File: config.mk
export PLATFORM = sky130hd
export DESIGN_NAME = terminal_text_sanitizer_flat
export DESIGN_NICKNAME = d
export VERILOG_FILES = /design/src/tts_pkg.sv /design/src/tts_channels.sv /design/src/tts_front.sv /design/src/tts_queue.sv /design/src/tts_back.sv /design/src/terminal_text_sanitizer.sv /design/src/flat_wrapper.sv
export SDC_FILE = /design/constraint.sdc
export NUM_CORES = 1
export LEC_CHECK = 0
export ABC_CLOCK_PERIOD_IN_PS = 10500
export BUFFER_PORTS_ARGS = -buffer_cell sky130_fd_sc_hd__buf_2
export CORE_MARGIN = 5
export CORE_UTILIZATION = 55
export CTS_CLUSTER_DIAMETER = 30
export DETAILED_ROUTE_END_ITERATION = 8
export PLACE_DENSITY = 0.76
export SYNTH_ARGS = -nofsm -noshare
export SYNTH_HDL_FRONTEND = slang
export SYNTH_SLANG_ARGS = --single-unit
File: constraint.sdc
create_clock -name clock -period 10.5 [get_ports clock]
set_input_delay 0.525 -clock clock [delete_from_list [all_inputs] [get_ports clock]]
set_output_delay 0.525 -clock clock [all_outputs]
set_load 0.02 [all_outputs]
File: src/tts_pkg.sv
// Package with the shared constants and request types of the terminal text sanitizer.
`default_nettype none
package tts_pkg;

   localparam int unsigned MAX_TAB_WIDTH_DEFAULT = 16;
   localparam int unsigned QUEUE_DEPTH_DEFAULT   = 2;
   localparam int unsigned TAB_W                 = 5;
   localparam logic [TAB_W-1:0] TAB_WIDTH_RESET  = 5'd4;

   localparam logic [7:0] CHAR_TAB       = 8'h09;
   localparam logic [7:0] CHAR_LF        = 8'h0A;
   localparam logic [7:0] CHAR_CR        = 8'h0D;
   localparam logic [7:0] CHAR_ESC       = 8'h1B;
   localparam logic [7:0] CHAR_SPACE     = 8'h20;
   localparam logic [7:0] CHAR_LBRACKET  = 8'h5B;
   localparam logic [7:0] CSI_FINAL_LO   = 8'h40;
   localparam logic [7:0] CSI_FINAL_HI   = 8'h7E;
   localparam logic [7:0] PRINTABLE_MIN  = 8'h20;

   typedef enum logic [1:0] {
      BODY_NONE = 2'd0,
      BODY_BYTE = 2'd1,
      BODY_TAB  = 2'd2
   } body_kind_type;

   typedef struct packed {
      logic          lead_lf;
      body_kind_type kind;
      logic [7:0]    data;
      logic          tail_lf;
   } cmd_type;

endpackage
`default_nettype wire

File: src/tts_channels.sv
// Channel interfaces for the request, result and configuration ports.
`default_nettype none
interface tts_req_if;
   logic       valid;
   logic       ready;
   logic [7:0] in_byte;
   logic       end_of_message;
   modport source (output valid, output in_byte, output end_of_message, input ready);
   modport sink (input valid, input in_byte, input end_of_message, output ready);
endinterface

interface tts_rsp_if;
   logic       valid;
   logic       ready;
   logic [7:0] out_byte;
   logic       run_last;
   modport source (output valid, output out_byte, output run_last, input ready);
   modport sink (input valid, input out_byte, input run_last, output ready);
endinterface

interface tts_csr_if;
   logic       valid;
   logic       ready;
   logic [4:0] tab_width;
   modport source (output valid, output tab_width, input ready);
   modport sink (input valid, input tab_width, output ready);
endinterface
`default_nettype wire

File: src/tts_front.sv
// Front end: accepts requests, tracks escape and CR state, and classifies each byte.
`default_nettype none
module tts_front
   import tts_pkg::*;
(
   input  wire logic clock,
   input  wire logic reset,
   tts_req_if.sink   req,
   input  wire logic queue_full,
   output cmd_type   cmd,
   output logic      push
);

   logic esc_ff, esc_in;
   logic csi_ff, csi_in;
   logic cr_ff, cr_in;
   logic accept;
   logic [7:0] b;

   assign req.ready = !queue_full;
   assign accept    = req.valid && req.ready;
   assign b         = req.in_byte;

   always_comb begin
      esc_in      = esc_ff;
      csi_in      = csi_ff;
      cr_in       = 1'b0;
      cmd.lead_lf = cr_ff && (b != CHAR_LF);
      cmd.kind    = BODY_NONE;
      cmd.data    = b;
      cmd.tail_lf = 1'b0;
      if (b == CHAR_ESC) begin
         esc_in = 1'b1;
         csi_in = 1'b0;
      end else if (esc_ff) begin
         esc_in = 1'b0;
         csi_in = (b == CHAR_LBRACKET);
      end else if (csi_ff) begin
         if (b >= CSI_FINAL_LO && b <= CSI_FINAL_HI) begin
            csi_in = 1'b0;
         end
      end else if (b == CHAR_CR) begin
         cr_in = 1'b1;
      end else if (b == CHAR_LF) begin
         cmd.kind = BODY_BYTE;
      end else if (b == CHAR_TAB) begin
         cmd.kind = BODY_TAB;
      end else if (b >= PRINTABLE_MIN) begin
         cmd.kind = BODY_BYTE;
      end
      if (req.end_of_message) begin
         cmd.tail_lf = cr_in;
         cr_in       = 1'b0;
         esc_in      = 1'b0;
         csi_in      = 1'b0;
      end
   end

   assign push = accept && (cmd.lead_lf || (cmd.kind != BODY_NONE) || cmd.tail_lf);

   always_ff @(posedge clock) begin
      if (reset) begin
         esc_ff <= 1'b0;
         csi_ff <= 1'b0;
         cr_ff  <= 1'b0;
      end else if (accept) begin
         esc_ff <= esc_in;
         csi_ff <= csi_in;
         cr_ff  <= cr_in;
      end
   end

   // A pending CR only arises outside any escape and is resolved by the next byte.
   assert property (@(posedge clock) disable iff (reset) cr_ff |-> !esc_ff && !csi_ff)
      else $error("CR pending while inside an escape");
   assert property (@(posedge clock) disable iff (reset) !(esc_ff && csi_ff))
      else $error("escape and CSI state both set");
   assert property (@(posedge clock) disable iff (reset)
      accept && req.end_of_message |=> !esc_ff && !csi_ff && !cr_ff)
      else $error("state not cleared at message end");

endmodule
`default_nettype wire

File: src/tts_queue.sv
// Short request queue between the front end and the back end.
`default_nettype none
module tts_queue
   import tts_pkg::*;
#(
   parameter int unsigned DEPTH = QUEUE_DEPTH_DEFAULT
) (
   input  wire logic    clock,
   input  wire logic    reset,
   input  wire logic    push,
   input  wire cmd_type push_cmd,
   input  wire logic    pop,
   output cmd_type      head,
   output logic         head_valid,
   output logic         full
);

   localparam int unsigned PTR_W = (DEPTH > 1) ? $clog2(DEPTH) : 1;
   localparam int unsigned CNT_W = $clog2(DEPTH + 1);

   cmd_type            entry_ff [DEPTH];
   logic [PTR_W-1:0]   wr_ptr_ff, wr_ptr_in;
   logic [PTR_W-1:0]   rd_ptr_ff, rd_ptr_in;
   logic [CNT_W-1:0]   count_ff, count_in;
   logic               do_push, do_pop;

   assign full       = (count_ff == CNT_W'(DEPTH));
   assign head_valid = (count_ff != '0);
   assign head       = entry_ff[rd_ptr_ff];
   assign do_push    = push && !full;
   assign do_pop     = pop && head_valid;

   always_comb begin
      wr_ptr_in = wr_ptr_ff;
      rd_ptr_in = rd_ptr_ff;
      count_in  = count_ff;
      if (do_push) begin
         wr_ptr_in = (wr_ptr_ff == PTR_W'(DEPTH - 1)) ? '0 : wr_ptr_ff + 1'b1;
      end
      if (do_pop) begin
         rd_ptr_in = (rd_ptr_ff == PTR_W'(DEPTH - 1)) ? '0 : rd_ptr_ff + 1'b1;
      end
      if (do_push && !do_pop) begin
         count_in = count_ff + 1'b1;
      end else if (do_pop && !do_push) begin
         count_in = count_ff - 1'b1;
      end
   end

   always_ff @(posedge clock) begin
      if (reset) begin
         wr_ptr_ff <= '0;
         rd_ptr_ff <= '0;
         count_ff  <= '0;
      end else begin
         wr_ptr_ff <= wr_ptr_in;
         rd_ptr_ff <= rd_ptr_in;
         count_ff  <= count_in;
      end
   end

   always_ff @(posedge clock) begin
      if (do_push) begin
         entry_ff[wr_ptr_ff] <= push_cmd;
      end
   end

   assert property (@(posedge clock) disable iff (reset) push |-> !full)
      else $error("request pushed into a full queue");
   assert property (@(posedge clock) disable iff (reset) count_ff <= CNT_W'(DEPTH))
      else $error("queue count beyond depth");
   assert property (@(posedge clock) disable iff (reset) pop |-> head_valid)
      else $error("pop from an empty queue");

endmodule
`default_nettype wire

File: src/tts_back.sv
// Back end: holds the tab width and expands each queued request into result bytes.
`default_nettype none
module tts_back
   import tts_pkg::*;
#(
   parameter int unsigned MAX_TAB_WIDTH = MAX_TAB_WIDTH_DEFAULT
) (
   input  wire logic    clock,
   input  wire logic    reset,
   tts_csr_if.sink      csr,
   tts_rsp_if.source    rsp,
   input  wire cmd_type head,
   input  wire logic    head_valid,
   output logic         pop
);

   localparam int unsigned IDX_W = $clog2(MAX_TAB_WIDTH + 3);
   localparam int unsigned CMP_W = (IDX_W > TAB_W) ? IDX_W : TAB_W;

   logic [TAB_W-1:0] tab_width_ff;
   logic [IDX_W-1:0] idx_ff, idx_in;
   logic             rsp_valid_ff, rsp_valid_in;
   logic [7:0]       rsp_byte_ff, rsp_byte_in;
   logic             rsp_last_ff, rsp_last_in;

   logic [CMP_W-1:0] tab_ext, tab_clamped;
   logic [IDX_W-1:0] body_total, total, body_pos;
   logic [7:0]       body_byte;
   logic             emit;

   assign csr.ready = 1'b1;

   always_ff @(posedge clock) begin
      if (reset) begin
         tab_width_ff <= TAB_WIDTH_RESET;
      end else if (csr.valid) begin
         tab_width_ff <= csr.tab_width;
      end
   end

   always_comb begin
      tab_ext = CMP_W'(tab_width_ff);
      if (tab_ext == '0) begin
         tab_clamped = CMP_W'(1);
      end else if (tab_ext > CMP_W'(MAX_TAB_WIDTH)) begin
         tab_clamped = CMP_W'(MAX_TAB_WIDTH);
      end else begin
         tab_clamped = tab_ext;
      end
   end

   always_comb begin
      unique case (head.kind)
         BODY_BYTE: begin
            body_total = IDX_W'(1);
            body_byte  = head.data;
         end
         BODY_TAB: begin
            body_total = IDX_W'(tab_clamped);
            body_byte  = CHAR_SPACE;
         end
         default: begin
            body_total = '0;
            body_byte  = head.data;
         end
      endcase
   end

   assign total    = IDX_W'(head.lead_lf) + body_total + IDX_W'(head.tail_lf);
   assign body_pos = idx_ff - IDX_W'(head.lead_lf);
   assign emit     = head_valid && (!rsp_valid_ff || rsp.ready);
   assign pop      = emit && (idx_ff + 1'b1 == total);

   always_comb begin
      if (head.lead_lf && idx_ff == '0) begin
         rsp_byte_in = CHAR_LF;
      end else if (body_pos < body_total) begin
         rsp_byte_in = body_byte;
      end else begin
         rsp_byte_in = CHAR_LF;
      end
      rsp_last_in  = (idx_ff + 1'b1 == total);
      rsp_valid_in = emit || (rsp_valid_ff && !rsp.ready);
      if (pop) begin
         idx_in = '0;
      end else if (emit) begin
         idx_in = idx_ff + 1'b1;
      end else begin
         idx_in = idx_ff;
      end
   end

   always_ff @(posedge clock) begin
      if (reset) begin
         rsp_valid_ff <= 1'b0;
         idx_ff       <= '0;
      end else begin
         rsp_valid_ff <= rsp_valid_in;
         idx_ff       <= idx_in;
      end
   end

   always_ff @(posedge clock) begin
      if (emit) begin
         rsp_byte_ff <= rsp_byte_in;
         rsp_last_ff <= rsp_last_in;
      end
   end

   assign rsp.valid    = rsp_valid_ff;
   assign rsp.out_byte = rsp_byte_ff;
   assign rsp.run_last = rsp_last_ff;

   assert property (@(posedge clock) disable iff (reset) head_valid |-> idx_ff < total)
      else $error("expansion index beyond request length");
   assert property (@(posedge clock) disable iff (reset) !head_valid |-> idx_ff == '0)
      else $error("expansion index left over with no request queued");
   assert property (@(posedge clock) disable iff (reset)
      emit && !pop |=> rsp_valid_ff && !rsp_last_ff)
      else $error("run_last set before the request is finished");

endmodule
`default_nettype wire

File: src/terminal_text_sanitizer.sv
// Top level of the terminal text sanitizer: front end, request queue and back end.
//
//   Channel  Dir  Payload                       Transfer
//   req_if   in   in_byte[7:0], end_of_message  valid && ready
//   rsp_if   out  out_byte[7:0], run_last       valid && ready
//   csr_if   in   tab_width[4:0]                valid && ready (ready is always high)
//
// A request that yields one byte passes through a queue entry and then the result
// register to rsp_if; one request per cycle is sustained while each yields one byte
// and rsp_if.ready stays high. A tab expands into the clamped tab width in spaces,
// after a line feed for a resolved CR; requests that yield nothing are not queued.
// The queue (two entries by default) lets the front end keep taking requests while the back
// end expands a tab or waits on rsp_if.ready; the result register holds still.
// Synchronous reset clears escape and CR state, the queue and the result valid flag, and sets the tab width to 4.
`default_nettype none
module terminal_text_sanitizer
   import tts_pkg::*;
#(
   parameter int unsigned MAX_TAB_WIDTH = MAX_TAB_WIDTH_DEFAULT,
   parameter int unsigned QUEUE_DEPTH   = QUEUE_DEPTH_DEFAULT
) (
   input  wire logic clock,
   input  wire logic reset,
   tts_req_if.sink   req_if,
   tts_rsp_if.source rsp_if,
   tts_csr_if.sink   csr_if
);

   cmd_type front_cmd;
   cmd_type head;
   logic    push;
   logic    pop;
   logic    head_valid;
   logic    queue_full;

   tts_front u_front (
      .clock      (clock),
      .reset      (reset),
      .req        (req_if),
      .queue_full (queue_full),
      .cmd        (front_cmd),
      .push       (push)
   );

   tts_queue #(
      .DEPTH (QUEUE_DEPTH)
   ) u_queue (
      .clock      (clock),
      .reset      (reset),
      .push       (push),
      .push_cmd   (front_cmd),
      .pop        (pop),
      .head       (head),
      .head_valid (head_valid),
      .full       (queue_full)
   );

   tts_back #(
      .MAX_TAB_WIDTH (MAX_TAB_WIDTH)
   ) u_back (
      .clock      (clock),
      .reset      (reset),
      .csr        (csr_if),
      .rsp        (rsp_if),
      .head       (head),
      .head_valid (head_valid),
      .pop        (pop)
   );

endmodule
`default_nettype wire

File: src/flat_wrapper.sv
// flat-port wrapper written by rule: the top's interface ports become plain ports
module terminal_text_sanitizer_flat import tts_pkg::*;
#(
   parameter int unsigned MAX_TAB_WIDTH = MAX_TAB_WIDTH_DEFAULT,
   parameter int unsigned QUEUE_DEPTH   = QUEUE_DEPTH_DEFAULT
)
  (clock, reset, req_if_valid, req_if_in_byte, req_if_end_of_message, req_if_ready, rsp_if_valid, rsp_if_out_byte, rsp_if_run_last, rsp_if_ready, csr_if_valid, csr_if_tab_width, csr_if_ready);
  tts_req_if req_if_i ();
  tts_rsp_if rsp_if_i ();
  tts_csr_if csr_if_i ();
  input  wire logic clock;
  input  wire logic reset;
  input wire logic [$bits(req_if_i.valid)-1:0] req_if_valid;
  input wire logic [$bits(req_if_i.in_byte)-1:0] req_if_in_byte;
  input wire logic [$bits(req_if_i.end_of_message)-1:0] req_if_end_of_message;
  output wire logic [$bits(req_if_i.ready)-1:0] req_if_ready;
  output wire logic [$bits(rsp_if_i.valid)-1:0] rsp_if_valid;
  output wire logic [$bits(rsp_if_i.out_byte)-1:0] rsp_if_out_byte;
  output wire logic [$bits(rsp_if_i.run_last)-1:0] rsp_if_run_last;
  input wire logic [$bits(rsp_if_i.ready)-1:0] rsp_if_ready;
  input wire logic [$bits(csr_if_i.valid)-1:0] csr_if_valid;
  input wire logic [$bits(csr_if_i.tab_width)-1:0] csr_if_tab_width;
  output wire logic [$bits(csr_if_i.ready)-1:0] csr_if_ready;
  assign req_if_i.valid = req_if_valid;
  assign req_if_i.in_byte = req_if_in_byte;
  assign req_if_i.end_of_message = req_if_end_of_message;
  assign req_if_ready = req_if_i.ready;
  assign rsp_if_valid = rsp_if_i.valid;
  assign rsp_if_out_byte = rsp_if_i.out_byte;
  assign rsp_if_run_last = rsp_if_i.run_last;
  assign rsp_if_i.ready = rsp_if_ready;
  assign csr_if_i.valid = csr_if_valid;
  assign csr_if_i.tab_width = csr_if_tab_width;
  assign csr_if_ready = csr_if_i.ready;
  terminal_text_sanitizer #(.MAX_TAB_WIDTH(MAX_TAB_WIDTH), .QUEUE_DEPTH(QUEUE_DEPTH)) u_core (.clock(clock), .reset(reset), .req_if(req_if_i), .rsp_if(rsp_if_i), .csr_if(csr_if_i));
endmodule
After elaboration in Yosys (flattened, before gate mapping)

Memories as Yosys holds them, arrays and structs flattened. A register that Yosys moved wholly into a read port is not among the register bits.
Cells that the tools add are included.

Memories kept: 1
Output and inout port bits: 12
Input port bits: 19
Memory bits (writable): 24
Register bits after elaboration: 27
Word-level logic and storage cells: 98

Memory list:

| name                    | depth | bits a word | read ports | clocked after Yosys merged registers in | write ports | RTL line        | RTL |
|---|---|---|---|---|---|---|---|
| u_core.u_queue.entry_ff | 2     | 12          | 1          | 1                                       | 1           | tts_queue.sv:21 | `cmd_type entry_ff [DEPTH];` |

Reduce and logical (&&, ||, !) cells: 29
Magnitude comparators: 5
Bitwise gates (word level): 1
Add/sub/neg operators: 8
Eq/ne operators: 10
Multiplexer cells: 32

Operators by type and width:

| kind                  | number |
|---|---|
| $eq A8 B4 Y1 const B  | 3 |
| $mux W1               | 20 |
| $mux W2               | 8 |
| $logic_and A1 B1 Y1   | 12 |
| $logic_not A5 Y1      | 2 |
| $mux W5               | 2 |
| $pmux W5 S2           | 1 |
| $eq A8 B5 Y1 const B  | 1 |
| $eq A8 B7 Y1 const B  | 1 |
| $ge A8 B6 Y1 const B  | 1 |
| $ge A8 B7 Y1 const B  | 1 |
| $le A8 B7 Y1 const B  | 1 |
| $ne A8 B4 Y1 const B  | 1 |
| $mux W6               | 1 |
| $reduce_bool A2 Y1    | 3 |
| $add A1 B5 Y5         | 1 |
| $add A5 B1 Y5         | 1 |
| $add A5 B1 Y5 const B | 1 |
| $eq A5 B5 Y1          | 1 |
| $gt A5 B5 Y1 const B  | 1 |
| $logic_not A1 Y1      | 5 |
| $lt A5 B5 Y1          | 1 |
| $sub A5 B1 Y5         | 1 |
| $eq A2 B2 Y1 const B  | 2 |
| other kinds (8)       | 13 |

Longest topological paths before layout

Depth after elaboration: 17
Mapped depth: 19
Gate-level depth less buffers: 18

Cells and area by module

A second synthesis with hierarchy kept.

Cell total of the unflattened synthesis: 246
Area total of the unflattened synthesis: 2751.4 um^2

By module, submodules not included:

| module    | cells each | instances | area an instance (um^2) |
|---|---|---|---|
| tts_back  | 132        | 1         | 1297.5 |
| tts_queue | 62         | 1         | 1081.0 |
| tts_front | 52         | 1         | 372.9 |

Worst setup path before layout

No wires, ideal clock.

Path kind: register to register
From: register (tool-made name)
To: register u_core.u_queue.count_ff[1]
Data required time: 10.430 ns
Buffers on the path: 1
Data arrival time: 3.902 ns
Clock period less this slack: 3.972 ns
Path slack: 6.528 ns
Cell stages (with the launch flop): 19
Path through: dfxtp_1 > buf_1 > mux2i_1 > inv_1 > ha_1 > and2b_2 > o21ai_0 > a21oi_1 > fa_1 > ha_1 > and4b_1 > o21ai_0 > xnor2_1 > nand4_4 > inv_1 > nand2_1 > ha_1 > or3_1 > a21oi_1

RTL lines:

| element              | RTL line        | RTL |
|---|---|---|
| to (signal assigned) | tts_queue.sv:58 | `count_ff <= count_in;` |
| to (decl)            | tts_queue.sv:24 | `logic [CNT_W-1:0] count_ff, count_in;` |

==> flow_summary.json <==
{
  "drtIter0Drc": 124,
  "peakVddDrop_v": 0.0001606,
  "path_cells": "mux2i_1, inv_1, ha_1, and2b_2, o21ai_0, a21oi_1, fa_1, ha_1, and4b_1, o21ai_0, xnor2_1, nand4_4, inv_1, nand2_1, ha_1, or3_1, a21oi_1",
  "antenna_found_initial": 0,
  "drcViolationCount": 0,
  "grt_max_degree": 21,
  "maxCapViolCount": 0,
  "hold_viol": 0,
  "syn2layout_area_growth_pct": 10.76,
  "grtUsageTotal_pct": 16.65,
  "totalWireLength_mm": 4.637,
  "clock_sinks": 52,
  "drv_slew": 0,
  "post-route-min-period_ns": 4.402,
  "cp-end-kind": "flip-flop",
  "die-area_um2": 6189,
  "dpl_cell_area_um2": 2766,
  "top_level_ports": 31,
  "synth.avg_cell_area_um2": 10.81,
  "row_count": 25,
  "avgViaCountPerCell": 5.463,
  "worst_pin_slew_ns": 1.072,
  "critPathRequiredTime_ns": 10.73,
  "first_global_vias": 1799,
  "max_stage_delay_ns": 0.72,
  "rsz0062_at_grt": "no",
  "setup_violations": 0,
  "drt-pass1-iter-count": 4,
  "seq_area_frac_synth_pct": 52.87,
  "clk_pin_slew_worst_paths_ns": 0.08,
  "grt_pass1_wl_mm": 8.045,
  "synth_seq_cells": 52,
  "crit_path_frequent_cell": "ha_1",
  "synth-edff-count": 33,
  "crit_slowest_cell": "dfxtp_1",
  "yosysWarnings": 0,
  "fin_skew_ns": 0.008954,
  "layout-drive-gt1-share_pct": 16.04,
  "n_antenna_cell": 0,
  "p_leak_nw": 1.115,
  "synthTopCellsByCount": "edfxtp_1, nand2_1, nor2_1",
  "outcome": "complete, no violations",
  "dr_total_vias": 1759,
  "htreeDepth": 2,
  "powerDensity_nw_per_um2": 246.7,
  "yosysMostFrequentCell": "edfxtp_1",
  "nNetsFinal": 299,
  "grt-ovfl-total": 0,
  "ant_nets": 0,
  "die_width_um": 78.67,
  "wl_per_cell_um": 14.40,
  "post_cts_resize_count": 0,
  "numPortBuffers": 29,
  "synth_top_area_cell": "edfxtp_1",
  "cts_tree": "yes",
  "core-area_um2": 4661,
  "hpwlAfterDp_mm": 3.559,
  "fmax_ghz": 0.2272,
  "synth_async_sr_flop_share_pct": 0,
  "clockRootBuffer": "clkbuf_8",
  "final.period_utilization_pct": 41.92,
  "tns_ns": 0,
  "clk-insertion-delay-late_ns": 0.30,
  "ys.flop_type": "edfxtp_1",
  "netlist_instances": 240,
  "synth_area_um2": 2594,
  "worstSetupPathType": "reg2reg",
  "worst_setup_path_start_kind": "flip-flop",
  "ys_types": 42,
  "syn-num-nets": 272,
  "hp-class": "in2reg",
  "start_util_pct": 55.65,
  "cts_buffer_depth": 2,
  "worstPathMaxFanout": 13,
  "postCtsSetupBuffers": 0,
  "gp_congestion": 0.8294,
  "relSlewSlack_pct": 27.75,
  "cts_hold_buf": 0,
  "hold_path_depth": 2,
  "synth_top_cell_area_share_pct": 38.21,
  "yosys-top-cells-area": "edfxtp_1, dfxtp_1, ha_1, mux2i_1, nand2_1",
  "r2r_cells": 17,
  "final_area_um2": 2873,
  "die_h_um": 78.67,
  "numCtsBuffers": 5,
  "cp.arrival_ns": 4.63,
  "fill_cells": 370
}
area by class of cell:
class,count,area [um2],share of cell area [%]
flip-flops and latches,52,1371,47.74
multi-input cells,167,1137,39.59
repair buffers,29,145.1,5.052
clock buffers,5,68.82,2.395
inverters,12,45.04,1.568
well taps,54,67.56,2.352
clock inverters,3,37.54,1.307
worst max-delay path, delay by kind of cell, from the launching register on:
family / cells / cell delay [ns]
AOI/OAI and AO/OA: 4 / 0.57
buffers and inverters: 2 / 0.18
and+or+nand+nor: 5 / 1.06
xor gates and xnor gates: 1 / 0.19
DFF: 1 / 0.72
adders and majority gates: 4 / 1.30
muxes: 1 / 0.30
stage by stage:
| step | worst slack, ns | std cells | power [mW] | utilization [%] | hold slack, ns |
|---|---|---|---|---|---|
| 2_1_floorplan | 6.528 | 240 | 0.5168 | - | 0.4530 |
| 3_3_place_gp | 6.332 | 314 | 0.5778 | 59.36 | 0.4756 |
| 3_5_place_dp | 6.124 | 314 | 0.5861 | 59.36 | 0.4745 |
| 4_1_cts | 6.090 | 322 | 0.7169 | 61.64 | 0.4157 |
| 5_1_grt | 5.789 | 322 | 0.7625 | 61.64 | 0.4033 |
| 6_report | 6.098 | 322 | 0.7088 | 61.64 | 0.4256 |
state kept, by name, indices dropped and copies added, names as in the netlist, named ones only:
register                    flops
u_core.u_queue.wr_ptr_ff        1
u_core.u_back.tab_ext           5
u_core.u_queue.count_ff         2
u_core.u_queue.rd_ptr_ff        1
u_core.u_back.rsp.out_byte      8
u_core.u_front.csi_ff           1
u_core.u_front.cr_ff            1
u_core.u_back.rsp.valid         1
u_core.u_back.rsp.run_last      1
u_core.u_front.esc_ff           1
u_core.u_back.idx_ff            5
u_core.u_queue.entry_ff        24
cells in the final DEF (no fill, tap or decap), drive strengths merged, types with 7 or more instances in the layout:
cell type  count
nand3          9
edfxtp        33
mux2i         13
buf           29
a21oi         15
nor4           7
ha            12
o21ai          8
nand2         22
inv           12
xnor2          7
nor2          21
dfxtp         19
power by group:
part / total, mW / switching, mW / internal [mW]
registers: 0.295 / 0.0252 / 0.270
logic: 0.283 / 0.174 / 0.110
clock network: 0.130 / 0.0607 / 0.0694
total: 0.709 / 0.260 / 0.449
cell families (layout without fill, tap and decap cells):
logic type,count (synthesis),count (layout),synth area share (%)
AND/OR/NAND/NOR,93,93,19.06
flip-flops,52,52,52.87
AO/OA/AOI/OAI,30,30,6.464
buffers and inverters,21,49,3.280
multiplexers,16,16,6.319
XOR/XNOR,14,14,5.306
adder cells (fa/ha/maj),13,13,6.560
other,1,1,0.1446
per-layer routing:
metal	vias to the layer above	track usage, %	wire (um)
met5	-	0	0
met1	818	20.16	2130
met2	29	28.35	2236
met3	7	3.784	162
met4	0	6.993	107
li1	905	-	-
path summary, 6_finish.rpt:
check | to | slack [ns] | startpoint
worst min register to register | u_core.u_front.csi_ff | 0.48 | u_core.u_front.csi_ff
worst max register to register | u_core.u_queue.count_ff[1] | 6.10 | flip-flop
worst min-delay path | u_core.u_back.tab_ext[2] | 0.43 | csr_if_tab_width[2]
worst max-delay path | u_core.u_queue.count_ff[1] | 6.10 | flip-flop
Power figures use the tool's default switching activity.
